--- src/rtl/assert_macros.svh ---
// Assertion helpers used by the RTL files that include them.
`ifndef ASSERT_MACROS_SVH
`define ASSERT_MACROS_SVH

// Same-cycle implication, checked on every rising clock edge outside reset.
`define ASSERT_IMPLY(label, clk, rst_n, ante, cons) \
    label: assert property (@(posedge clk) disable iff (!rst_n) (ante) |-> (cons)) \
        else $error("same-cycle implication failed");

// Next-cycle implication, checked on every rising clock edge outside reset.
`define ASSERT_NEXT(label, clk, rst_n, ante, cons) \
    label: assert property (@(posedge clk) disable iff (!rst_n) (ante) |=> (cons)) \
        else $error("next-cycle implication failed");

`endif

--- src/rtl/ipsp_pkg.sv ---
package ipsp_pkg;

    // Result kinds carried on the output tuser.
    localparam logic [1:0] KIND_WRITE = 2'd0;
    localparam logic [1:0] KIND_FILL  = 2'd1;
    localparam logic [1:0] KIND_END   = 2'd2;
    localparam logic [1:0] KIND_BAD   = 2'd3;

    // Configuration register indexes.
    localparam logic [1:0] CFG_APPLY_WRITES  = 2'd0;
    localparam logic [1:0] CFG_ORIGINAL_SIZE = 2'd1;

    // Header is "PATCH"; the end marker is the offset "EOF".
    localparam logic [2:0]  HDR_LEN  = 3'd5;
    localparam logic [23:0] EOF_MARK = 24'h454F46;

    // Packed widths of the output beat.
    localparam int OUT_BITS  = 170;
    localparam int OUT_BYTES = (OUT_BITS + 7) / 8;
    localparam int TDATA_W   = OUT_BYTES * 8;

    // One result item plus its valid flag.
    typedef struct packed {
        logic        valid;
        logic [1:0]  kind;
        logic [24:0] target_address;
        logic [7:0]  byte_value;
        logic [15:0] run_count;
        logic [24:0] final_size;
        logic [31:0] replaced_total;
        logic [31:0] record_total;
        logic [31:0] rle_total;
    } result_t;

    // Expected header byte at a given header position.
    function automatic logic [7:0] hdr_byte(input logic [2:0] idx);
        logic [7:0] val;
        unique case (idx)
            3'd0:    val = 8'h50;
            3'd1:    val = 8'h41;
            3'd2:    val = 8'h54;
            3'd3:    val = 8'h43;
            3'd4:    val = 8'h48;
            default: val = 8'h00;
        endcase
        return val;
    endfunction

endpackage

--- src/rtl/ipsp_core.sv ---
module ipsp_core (
    input  logic                clk,
    input  logic                rst_n,
    input  logic                step,
    input  logic [7:0]          patch_byte,
    input  logic                first_byte,
    input  logic                apply_writes,
    input  logic [24:0]         original_size,
    output ipsp_pkg::result_t   result
);

    typedef enum logic [3:0] {
        PH_IDLE,
        PH_HEADER,
        PH_OFFSET,
        PH_LENGTH,
        PH_DATA,
        PH_RLE_COUNT,
        PH_RLE_VALUE,
        PH_DONE,
        PH_BAD
    } phase_t;

    phase_t      phase_reg, phase_next, phase_cur;
    logic [2:0]  field_reg, field_next, field_cur;
    logic [23:0] offset_reg, offset_next, offset_cur;
    logic [15:0] length_reg, length_next, length_cur;
    logic [15:0] left_reg, left_next, left_cur;
    logic [24:0] wptr_reg, wptr_next, wptr_cur;
    logic [24:0] size_reg, size_next, size_cur;
    logic [31:0] repl_reg, repl_next, repl_cur;
    logic [31:0] rec_reg, rec_next, rec_cur;
    logic [31:0] rle_reg, rle_next, rle_cur;

    logic [24:0] record_end;
    logic [24:0] size_grown;
    logic [32:0] repl_sum;
    logic [31:0] repl_sat;
    logic [31:0] rec_inc;
    logic [31:0] rle_inc;
    logic [15:0] length_shift;
    logic [23:0] offset_shift;

    // A flagged first byte restarts from a clean header state.
    always_comb
    begin
        phase_cur  = phase_reg;
        field_cur  = field_reg;
        offset_cur = offset_reg;
        length_cur = length_reg;
        left_cur   = left_reg;
        wptr_cur   = wptr_reg;
        size_cur   = size_reg;
        repl_cur   = repl_reg;
        rec_cur    = rec_reg;
        rle_cur    = rle_reg;
        if (first_byte)
        begin
            phase_cur  = PH_HEADER;
            field_cur  = '0;
            offset_cur = '0;
            length_cur = '0;
            left_cur   = '0;
            wptr_cur   = '0;
            size_cur   = original_size;
            repl_cur   = '0;
            rec_cur    = '0;
            rle_cur    = '0;
        end
    end

    // Shared arithmetic: record end, size growth and saturating counters.
    always_comb
    begin
        offset_shift = {offset_cur[15:0], patch_byte};
        length_shift = {length_cur[7:0], patch_byte};
        record_end   = {1'b0, offset_cur} + {9'd0, length_shift};
        size_grown   = (record_end > size_cur) ? record_end : size_cur;
        repl_sum     = {1'b0, repl_cur} + {17'd0, length_shift};
        repl_sat     = repl_sum[32] ? '1 : repl_sum[31:0];
        rec_inc      = (rec_cur == '1) ? rec_cur : rec_cur + 32'd1;
        rle_inc      = (rle_cur == '1) ? rle_cur : rle_cur + 32'd1;
    end

    // Phase decoder and result generation for one patch byte.
    always_comb
    begin
        phase_next  = phase_cur;
        field_next  = field_cur;
        offset_next = offset_cur;
        length_next = length_cur;
        left_next   = left_cur;
        wptr_next   = wptr_cur;
        size_next   = size_cur;
        repl_next   = repl_cur;
        rec_next    = rec_cur;
        rle_next    = rle_cur;
        result      = '0;

        unique case (phase_cur)
            PH_HEADER:
            begin
                if (field_cur < ipsp_pkg::HDR_LEN &&
                    patch_byte == ipsp_pkg::hdr_byte(field_cur))
                begin
                    if (field_cur == ipsp_pkg::HDR_LEN - 3'd1)
                    begin
                        field_next  = '0;
                        offset_next = '0;
                        phase_next  = PH_OFFSET;
                    end
                    else
                    begin
                        field_next = field_cur + 3'd1;
                    end
                end
                else
                begin
                    phase_next  = PH_BAD;
                    result.valid = 1'b1;
                    result.kind  = ipsp_pkg::KIND_BAD;
                end
            end

            PH_OFFSET:
            begin
                offset_next = offset_shift;
                if (field_cur == 3'd2)
                begin
                    field_next = '0;
                    if (offset_shift == ipsp_pkg::EOF_MARK)
                    begin
                        phase_next            = PH_DONE;
                        result.valid          = 1'b1;
                        result.kind           = ipsp_pkg::KIND_END;
                        result.final_size     = size_cur;
                        result.replaced_total = repl_cur;
                        result.record_total   = rec_cur;
                        result.rle_total      = rle_cur;
                    end
                    else
                    begin
                        length_next = '0;
                        phase_next  = PH_LENGTH;
                    end
                end
                else
                begin
                    field_next = field_cur + 3'd1;
                end
            end

            PH_LENGTH:
            begin
                length_next = length_shift;
                if (field_cur == 3'd1)
                begin
                    field_next = '0;
                    if (length_shift == '0)
                    begin
                        phase_next = PH_RLE_COUNT;
                    end
                    else
                    begin
                        rec_next   = rec_inc;
                        repl_next  = repl_sat;
                        size_next  = size_grown;
                        left_next  = length_shift;
                        wptr_next  = {1'b0, offset_cur};
                        phase_next = PH_DATA;
                    end
                end
                else
                begin
                    field_next = field_cur + 3'd1;
                end
            end

            PH_DATA:
            begin
                if (apply_writes)
                begin
                    result.valid          = 1'b1;
                    result.kind           = ipsp_pkg::KIND_WRITE;
                    result.target_address = wptr_cur;
                    result.byte_value     = patch_byte;
                end
                wptr_next = wptr_cur + 25'd1;
                left_next = left_cur - 16'd1;
                if (left_cur == 16'd1)
                begin
                    offset_next = '0;
                    phase_next  = PH_OFFSET;
                end
            end

            PH_RLE_COUNT:
            begin
                length_next = length_shift;
                if (field_cur == 3'd1)
                begin
                    field_next = '0;
                    phase_next = PH_RLE_VALUE;
                end
                else
                begin
                    field_next = field_cur + 3'd1;
                end
            end

            PH_RLE_VALUE:
            begin
                // Here the run count already sits in length_cur.
                rec_next  = rec_inc;
                rle_next  = rle_inc;
                if ({1'b0, repl_cur} + {17'd0, length_cur} > 33'hFFFF_FFFF)
                begin
                    repl_next = '1;
                end
                else
                begin
                    repl_next = repl_cur + {16'd0, length_cur};
                end
                if (({1'b0, offset_cur} + {9'd0, length_cur}) > size_cur)
                begin
                    size_next = {1'b0, offset_cur} + {9'd0, length_cur};
                end
                if (apply_writes && length_cur != '0)
                begin
                    result.valid          = 1'b1;
                    result.kind           = ipsp_pkg::KIND_FILL;
                    result.target_address = {1'b0, offset_cur};
                    result.byte_value     = patch_byte;
                    result.run_count      = length_cur;
                end
                offset_next = '0;
                phase_next  = PH_OFFSET;
            end

            default:
            begin
                // Idle, done and bad header ignore bytes until a restart.
            end
        endcase
    end

    // Parser state advances once per consumed byte.
    always_ff @(posedge clk or negedge rst_n)
    begin
        if (!rst_n)
        begin
            phase_reg  <= PH_IDLE;
            field_reg  <= '0;
            offset_reg <= '0;
            length_reg <= '0;
            left_reg   <= '0;
            wptr_reg   <= '0;
            size_reg   <= '0;
            repl_reg   <= '0;
            rec_reg    <= '0;
            rle_reg    <= '0;
        end
        else if (step)
        begin
            phase_reg  <= phase_next;
            field_reg  <= field_next;
            offset_reg <= offset_next;
            length_reg <= length_next;
            left_reg   <= left_next;
            wptr_reg   <= wptr_next;
            size_reg   <= size_next;
            repl_reg   <= repl_next;
            rec_reg    <= rec_next;
            rle_reg    <= rle_next;
        end
    end

endmodule

--- src/rtl/ips_patch_stream_parser.sv ---
// Channel      Direction  Beat contents (lowest bit first)
// s_*          in         tdata: patch_byte[7:0]; tuser: first_byte
// m_*          out        tdata: target_address, byte_value, run_count, final_size,
//                         replaced_total, record_total, rle_total, zero pad;
//                         tuser: result_kind
// cfg_*        in         index 0 apply_writes, index 1 original_size
//
// One patch byte is taken per cycle while the output is not stalled.
// A byte is held in the input register and its result in the result register.
// Reset clears the parser to idle, apply_writes to 1 and original_size to 0.
// A stalled output holds the result; the input register still takes one more beat.
// Configuration writes are always accepted.

`include "assert_macros.svh"

module ips_patch_stream_parser (
    input  logic                             clk,
    input  logic                             rst_n,
    input  logic                             s_tvalid,
    output logic                             s_tready,
    input  logic [7:0]                       s_tdata,   // patch_byte[7:0]
    input  logic [0:0]                       s_tuser,   // first_byte[0]
    output logic                             m_tvalid,
    input  logic                             m_tready,
    // target_address[24:0], byte_value[32:25], run_count[48:33], final_size[73:49],
    // replaced_total[105:74], record_total[137:106], rle_total[169:138], zeros above
    output logic [ipsp_pkg::TDATA_W-1:0]     m_tdata,
    output logic [1:0]                       m_tuser,   // result_kind[1:0]
    input  logic                             cfg_valid,
    output logic                             cfg_ready,
    input  logic [1:0]                       cfg_index,
    input  logic [24:0]                      cfg_data
);

    logic                in_valid_reg;
    logic [7:0]          in_byte_reg;
    logic                in_first_reg;
    logic                apply_reg;
    logic [24:0]         orig_size_reg;
    logic                out_valid_reg;
    ipsp_pkg::result_t   out_reg;
    ipsp_pkg::result_t   result;
    logic                advance;

    // The held byte moves on whenever the result register can take its result.
    assign advance   = in_valid_reg && (!out_valid_reg || m_tready);
    assign s_tready  = !in_valid_reg || advance;
    assign cfg_ready = 1'b1;

    // Configuration registers.
    always_ff @(posedge clk or negedge rst_n)
    begin
        if (!rst_n)
        begin
            apply_reg     <= 1'b1;
            orig_size_reg <= '0;
        end
        else if (cfg_valid)
        begin
            unique case (cfg_index)
                ipsp_pkg::CFG_APPLY_WRITES:  apply_reg     <= cfg_data[0];
                ipsp_pkg::CFG_ORIGINAL_SIZE: orig_size_reg <= cfg_data;
                default:
                begin
                end
            endcase
        end
    end

    // Input register.
    always_ff @(posedge clk or negedge rst_n)
    begin
        if (!rst_n)
        begin
            in_valid_reg <= 1'b0;
        end
        else if (s_tready)
        begin
            in_valid_reg <= s_tvalid;
        end
    end

    always_ff @(posedge clk)
    begin
        if (s_tready && s_tvalid)
        begin
            in_byte_reg  <= s_tdata;
            in_first_reg <= s_tuser[0];
        end
    end

    ipsp_core u_core (
        .clk           (clk),
        .rst_n         (rst_n),
        .step          (advance),
        .patch_byte    (in_byte_reg),
        .first_byte    (in_first_reg),
        .apply_writes  (apply_reg),
        .original_size (orig_size_reg),
        .result        (result)
    );

    // Result register.
    always_ff @(posedge clk or negedge rst_n)
    begin
        if (!rst_n)
        begin
            out_valid_reg <= 1'b0;
        end
        else if (advance)
        begin
            out_valid_reg <= result.valid;
        end
        else if (m_tready)
        begin
            out_valid_reg <= 1'b0;
        end
    end

    always_ff @(posedge clk)
    begin
        if (advance && result.valid)
        begin
            out_reg <= result;
        end
    end

    assign m_tvalid = out_valid_reg;
    assign m_tuser  = out_reg.kind;
    assign m_tdata  = {{(ipsp_pkg::TDATA_W - ipsp_pkg::OUT_BITS){1'b0}},
                       out_reg.rle_total,
                       out_reg.record_total,
                       out_reg.replaced_total,
                       out_reg.final_size,
                       out_reg.run_count,
                       out_reg.byte_value,
                       out_reg.target_address};

    // An empty input register always takes a beat.
    `ASSERT_IMPLY(a_empty_ready, clk, rst_n, !in_valid_reg, s_tready)
    // A held byte is kept while the result register is blocked.
    `ASSERT_NEXT(a_hold_input, clk, rst_n, in_valid_reg && out_valid_reg && !m_tready,
        in_valid_reg)
    // Nothing shows up on the output without a parsed byte producing it.
    `ASSERT_NEXT(a_no_spurious, clk, rst_n, m_tready && !(advance && result.valid),
        !m_tvalid)

endmodule
--- config.mk ---
export PLATFORM = sky130hd
export DESIGN_NAME = ips_patch_stream_parser
export DESIGN_NICKNAME = d
export VERILOG_FILES = /design/src/rtl/ipsp_pkg.sv /design/src/rtl/ipsp_core.sv /design/src/rtl/ips_patch_stream_parser.sv
export VERILOG_INCLUDE_DIRS = /design/src /design/src/rtl
export SDC_FILE = /design/constraint.sdc
export NUM_CORES = 1
export LEC_CHECK = 0
export BUFFER_PORTS_ARGS = -buffer_cell sky130_fd_sc_hd__buf_2
export CAP_MARGIN = 20
export CORE_MARGIN = 8
export CORE_UTILIZATION = 50
export CTS_BUF_LIST = sky130_fd_sc_hd__clkbuf_16
export CTS_CLUSTER_DIAMETER = 200
export DETAILED_ROUTE_END_ITERATION = 8
export PLACE_DENSITY = 0.79
export SYNTH_ARGS = -nofsm -noshare
export SYNTH_HDL_FRONTEND = slang
export SYNTH_HIERARCHICAL = 1
export SYNTH_SLANG_ARGS = --single-unit
export TNS_END_PERCENT = 10
--- constraint.sdc ---
create_clock -name clk -period 13.2 [get_ports clk]
set_clock_uncertainty 0.1 [all_clocks]
set_input_delay 0.66 -clock clk [delete_from_list [all_inputs] [get_ports clk]]
set_output_delay 0.66 -clock clk [all_outputs]
set_load 0.05 [all_outputs]
==> results of run 1 <==
## stage by stage
| step | std cells | worst slack [ns] |
|---|---|---|
| 2_1_floorplan | 2771 | 1.07 |
| 3_3_place_gp | 3518 | 6.11 |
| 3_5_place_dp | 3518 | 5.84 |
| 4_1_cts | 3604 | 5.81 |
| 5_1_grt | 3604 | 5.10 |
| 6_report | 3604 | 5.64 |
## power groups by stage
stage | registers (mW) | clock network, mW | logic, mW
5_1_grt | 1.76 | 1.38 | 1.31
4_1_cts | 1.74 | 1.33 | 1.20
6_report | 1.74 | 1.31 | 1.22
3_5_place_dp | 1.76 | 0 | 1.20
3_3_place_gp | 1.75 | 0 | 1.17
2_1_floorplan | 1.92 | 0 | 0.691
## final cells by class
type | count | area [um2] | share of cell area [%]
Multi-Input combinational cell | 2109 | 13600 | 47.0
Sequential cell | 418 | 11400 | 39.3
Timing Repair Buffer | 250 | 1380 | 4.75
Clock buffer | 47 | 1180 | 4.06
Tap cell | 680 | 851 | 2.94
Clock inverter | 39 | 355 | 1.23
Inverter | 61 | 230 | 0.795
## layout by cell type, fill, tap and decap left out, types with 42 or more instances in the layout
master / Yosys / final
buf_2: 34 / 213
nand4_1: 47 / 47
edfxtp_1: 181 / 181
a21oi_1: 179 / 179
nor2b_1: 72 / 71
xnor2_1: 72 / 72
nand3_1: 78 / 78
ha_1: 111 / 111
nor3_1: 77 / 77
dfrtp_1: 236 / 236
o21ai_0: 173 / 173
mux2i_1: 42 / 42
xor2_1: 46 / 46
and3_1: 106 / 106
nor2_1: 246 / 243
nand2_1: 271 / 270
clkbuf_16: 0 / 47
a22o_1: 47 / 47
inv_1: 60 / 64
## critical path, cell delays in order, from the launching register on
cell       delay, ns
edfxtp_1        0.41
inv_2           0.56
buf_4           0.51
nand2_1         0.16
inv_1           0.12
ha_1            0.20
fa_1            0.38
maj3_2          0.27
maj3_2          0.21
o2111ai_1       0.13
o22ai_1         0.28
o21ai_1         0.21
o21ai_0         0.33
nand3_1         0.15
xor2_1          0.15
nor2_1          0.06
ha_1            0.34
nand4_1         0.13
or3_1           0.35
a21oi_1         0.13
o21ai_0         0.11
a31o_2          0.26
a21oi_1         0.23
o21a_1          0.63
buf_4           0.46
nor3_1          0.09
a221oi_1        0.26
a21oi_1         0.12
## cell usage after synthesis, types with 9 or more instances
master	count
a211oi_1	15
a21o_1	35
a21oi_1	179
a221oi_1	17
a22o_1	47
a22oi_1	34
a31oi_1	30
and2_1	35
and3_1	106
buf_1	11
buf_2	34
buf_4	9
clkbuf_1	123
dfrtp_1	236
edfxtp_1	181
ha_1	111
inv_1	60
mux2_4	20
mux2i_1	42
nand2_1	271
nand2b_1	20
nand3_1	78
nand4_1	47
nor2_1	246
nor2b_1	72
nor3_1	77
nor3b_1	9
nor4_1	10
o211ai_1	9
o21a_1	9
o21ai_0	173
o21ai_1	11
o221ai_1	17
o22ai_1	37
o2bb2ai_1	38
o31ai_1	16
or3_1	16
xnor2_1	72
xor2_1	46
## kinds of logic after synthesis
kind of cell / after synthesis / share of synthesized area [%]
and+or+nand+nor: 1038 / 19.9
AOI/OAI and AO/OA: 758 / 19.3
DFF: 418 / 43.8
buffers and inverters: 244 / 4.00
adders and majority gates: 119 / 5.83
xor gates and xnor gates: 118 / 3.99
muxes: 69 / 3.08
other: 2 / 0.0290
## path summary, 6_finish.rpt
kind                                       start               endpoint  depth (start not counted)
min                                        rst_n    u_core/repl_reg[10]                          1
min in group clk                      s_tdata[5]         in_byte_reg[5]                          1
max in group asynchronous                  rst_n    u_core/wptr_reg[19]                          2
max reg2reg                         in_first_reg     u_core/size_reg[6]                         27
max                                 in_first_reg     u_core/size_reg[6]                         27
min reg2reg                u_core/length_reg[15]  u_core/length_reg[15]                          2
## layer usage
metal	share of wire, %	vias to the layer above	track usage [%]
li1	-	10400	-
met1	42	11100	37.1
met2	44	1280	41.1
met3	9.6	210	5.53
met4	4.2	0	11.6
met5	0	-	0
==> flow_summary.yaml, run 1 <==
yosys:
  synth.area.top_cells: "dfrtp_1 23%, edfxtp_1 21%, ha_1 5.4%"
  synth_edf_count: 181
  ys_ff_latch: 418
  synth_area_leader_cell: "dfrtp_1"
  ys_warn_count: 6
  synth.distinct_cells: 98
  syn_area_per_cell_um2: 9.37
  async_flop_share_pct: 56.7
  synthesis.area_um2: 25900
  synth_flop_cell: "dfrtp_1"
  ys_seq_area_share_pct: 43.8
  netlist.area_leader.share_pct: 22.8
  netlist_instances: 2766
routing:
  wl_per_cell_um: 23.1
  drt_wl_total_um: 83300
  postRouteAntennaNets: 0
  first_pass_iters: 6
  post_drt_via_cell_ratio: 6.40
  num_vias: 23100
  drc_errors: 0
  drtIter0Drc: 2883
floorplan:
  io_pins: 222
  die_area_um2: 59400
  die_h_um: 244
  core_area_um2: 51300
  die_w_um: 244
  rows: 83
  start_util_pct: 50.5
clock_network:
  clkTransAtPathRegs_ns: 0.06
  cts_made_buffers: 46
  cts-root-buf: "clkbuf_16"
  cts-hold-fix-buffers: 0
  clock_sinks: 418
  clock_latency_ns: 0.59
  h-tree-depth: 2
  cts_tree: "done"
  post_cts_resized: 0
  post-cts-setup-buffers: 0
  ctsLongestPathBuffers: 3
power:
  seq_power_share_pct: 40.9
  power_frac_comb_pct: 28.5
  switching_share_pct: 37.3
  intPower_mw: 2.67
  p_switching_mw: 1.59
  p_per_area_nw_per_um2: 147
  pwr-share-clk_pct: 30.6
  p_leak_nw: 12.2
  p_total_mw: 4.27
  vdd_drop_max_mv: 0.104
sta:
  max_freq_ghz: 0.132
  slew_violations: 0
  max_slew.worst_pin.slew_ns: 1.06
  setup-violations-final: 0
  period_needed_ns: 7.56
  rsz0062_at_grt: "no"
  slew_headroom_pct: 28.6
  whs_ns: -0.0121
  hold_viol: 2
  tns_ns: 0
  finalCritPeriodShare_pct: 57.2
placement:
  hpwl_um: 58000
  finalWeightedCongestion: 0.960
  placed_cell_area_um2: 27400
  port_buffers: 214
cells_and_area:
  n_antenna_cell: 0
  area_growth_pct: 11.7
  fin_area_um2: 29000
  nNetsFinal: 3042
  drive_above_1_share_pct: 13.7
  largest_reg_flops: 170
  fin_util_pct: 56.4
  num-fill-cells: 4472
critical_path:
  arrival_ns: 7.88
  r2r_slack_ns: 5.64
  path_max_fanout: 35
  cp-start-kind: "flip-flop"
  critPathCaptureType: "flip-flop"
  required_ns: 13.53
  path_class: "reg -> reg"
global_routing:
  grt_usage_pct: 27.0
  grt_pass1_wl_um: 129000
  grt_max_degree: 173
  first_global_vias: 22400
  grt-ovfl-total: 0
  antenna_found_initial: 0
hold_path:
  hold_class: "in -> async"
status:
  status: "complete, but fails checks"
  violations: "hold timing"
run:
  cap_violations: 0
Power figures use the tool's default switching activity.
==> run 2: changes to the inputs <==
==> constraint.sdc (replaced) <==
create_clock -name clk -period 7.41 [get_ports clk]
set_clock_uncertainty 0.1 [all_clocks]
set_input_delay 0.3705 -clock clk [delete_from_list [all_inputs] [get_ports clk]]
set_output_delay 0.3705 -clock clk [all_outputs]
set_load 0.05 [all_outputs]
==> run 2 against run 1 <==
Effect of this change: the flow now finishes without violations; critical path type unchanged; first-iteration DRC count down 4.7%; sequential power up 78%; register-to-register slack worse by 4.9 ns; setup slack worse by 4.9 ns; combinational power up 77%; sequential share of layout area down 0.56 points; core utilization up 0.81 points; routed wire length down 0.81%; sequential cell count unchanged.
==> flow_summary.yaml, run 2 (synthesis results as in run 1) <==
floorplan:
  die_w_um: 244
  start_util_pct: 50.5
  rows: 83
  die_h_um: 244
  io_pins: 222
  die_area_um2: 59400
  core_area_um2: 51300
hold_path:
  hold_class: "in -> reg"
  hp-start: "cfg_index[1]"
status:
  status: "complete, no violations"
clock_network:
  cts_made_buffers: 47
  ctsLongestPathBuffers: 3
  clock_sinks: 418
  clkTransAtPathRegs_ns: 0.07
  post-cts-setup-buffers: 0
  post_cts_resized: 0
  h-tree-depth: 2
  cts_tree: "done"
  cts-hold-fix-buffers: 37
  clock_latency_ns: 0.59
  cts-root-buf: "clkbuf_16"
placement:
  hpwl_um: 57400
  port_buffers: 214
  finalWeightedCongestion: 0.974
global_routing:
  antenna_found_initial: 0
  grt-ovfl-total: 0
  first_global_vias: 22300
  grt_usage_pct: 26.8
  grt_pass1_wl_um: 129000
  grt_max_degree: 173
cells_and_area:
  area_growth_pct: 13.3
  largest_reg_flops: 170
  drive_above_1_share_pct: 13.5
  final_cell_mix: "270 x nand2_1, 243 x nor2_1, 236 x dfrtp_1, 213 x buf_2, 181 x edfxtp_1"
  layout_commonest_cell: "nand2_1"
  nNetsFinal: 3079
sta:
  rsz0062_at_grt: "no"
  finalCritPeriodShare_pct: 90.0
  whs_ns: 0.0784
  max_slew.worst_pin.slew_ns: 1.10
  setup-violations-final: 0
  slew_headroom_pct: 26.4
  tns_ns: 0
  period_needed_ns: 6.67
  hold_viol: 0
  max_freq_ghz: 0.150
  slew_violations: 0
power:
  p_per_area_nw_per_um2: 258
  p_leak_nw: 12.3
  p_switching_mw: 2.81
  switching_share_pct: 37.1
  vdd_drop_max_mv: 0.214
  pwr-share-clk_pct: 30.5
  seq_power_share_pct: 40.9
  power_frac_comb_pct: 28.6
  intPower_mw: 4.77
critical_path:
  r2r-start: "in_first_reg"
  cp-start-kind: "flip-flop"
  critPathCaptureType: "flip-flop"
  path_max_fanout: 127
  required_ns: 7.75
  path_class: "reg -> reg"
  arrival_ns: 7.01
  startpoint: "in_first_reg"
routing:
  post_drt_via_cell_ratio: 6.33
  num_vias: 23100
  drtIter0Drc: 2748
  first_pass_iters: 6
  drt_wl_total_um: 82600
  wl_per_cell_um: 22.7
  postRouteAntennaNets: 0
  drc_errors: 0
run:
  cap_violations: 0
-- run 2: cell types whose count changed in the layout (fill, tap and decap cells not counted), sizes merged --
| cell | delta |
|---|---|
| bufinv | -1 |
| diode | +1 |
| buf | -1 |
| clkinv | -4 |
| dlygate4sd3 | +37 |
| clkbuf | +1 |
| inv | +6 |
-- run 2: power by group through the flow --
stage	clock network [mW]	logic, mW	registers, mW
after CTS	2.36	2.15	3.09
after global routing	2.45	2.34	3.14
after global placement	0	2.09	3.12
after floorplan	0	1.23	3.38
final	2.31	2.16	3.10
after detailed placement	0	2.12	3.13
-- run 2: per-stage QoR --
step	std cells	setup WS (ns)	utilization (%)	area, um2	power [mW]
2_1_floorplan	2771	0.580	-	26000	4.61
3_3_place_gp	3516	0.927	53.5	27400	5.20
3_5_place_dp	3516	0.825	53.5	27400	5.25
4_1_cts	3641	0.790	57.2	29300	7.60
5_1_grt	3642	0.153	57.2	29400	7.93
6_report	3643	0.738	57.2	29400	7.57
-- run 2: final timing paths --
check                                   endpoint  slack, ns  cells past startpoint
max                           u_core/size_reg[7]       0.74                     24
min                                    apply_reg       0.08                      3
max reg2reg                   u_core/size_reg[7]       0.74                     24
min reg2reg                   u_core/left_reg[6]       0.39                      1
max in group asynchronous  u_core/offset_reg[22]       5.56                      3
min in group asynchronous     u_core/repl_reg[9]       0.35                      2
-- run 2: critical path, stage by stage, from the launching register on --
cell      delay, ns
edfxtp_1       0.42
buf_12         0.50
nor2b_1        0.19
ha_1           0.39
nor2b_1        0.26
and2_0         0.17
a22oi_1        0.10
a21o_1         0.23
o21ai_1        0.27
a41oi_1        0.27
nor2_1         0.26
nand3_1        0.13
xnor2_1        0.27
nor2_1         0.08
ha_1           0.31
nand4_1        0.13
nor2_1         0.18
nand4_1        0.10
o311ai_1       0.49
nand2_1        0.37
nor2_2         0.54
buf_12         0.25
nor3_1         0.06
a221oi_1       0.26
a21oi_1        0.12
-- run 2: layout make-up --
class,count,area [um2]
Fill cell,4459,21900
Multi-Input combinational cell,2109,13600
Sequential cell,418,11400
Timing Repair Buffer,286,1800
Clock buffer,48,1200
Tap cell,680,851
Clock inverter,40,323
Inverter,61,230
Antenna cell,1,2.50
-- run 2: per-layer routing --
metal	track usage, %	share of wire [%]	up-vias
met5	0	0	-
met3	5.31	9.1	210
met4	11.3	4.3	0
li1	-	-	10500
met1	36.3	42	11100
met2	41.6	45	1188
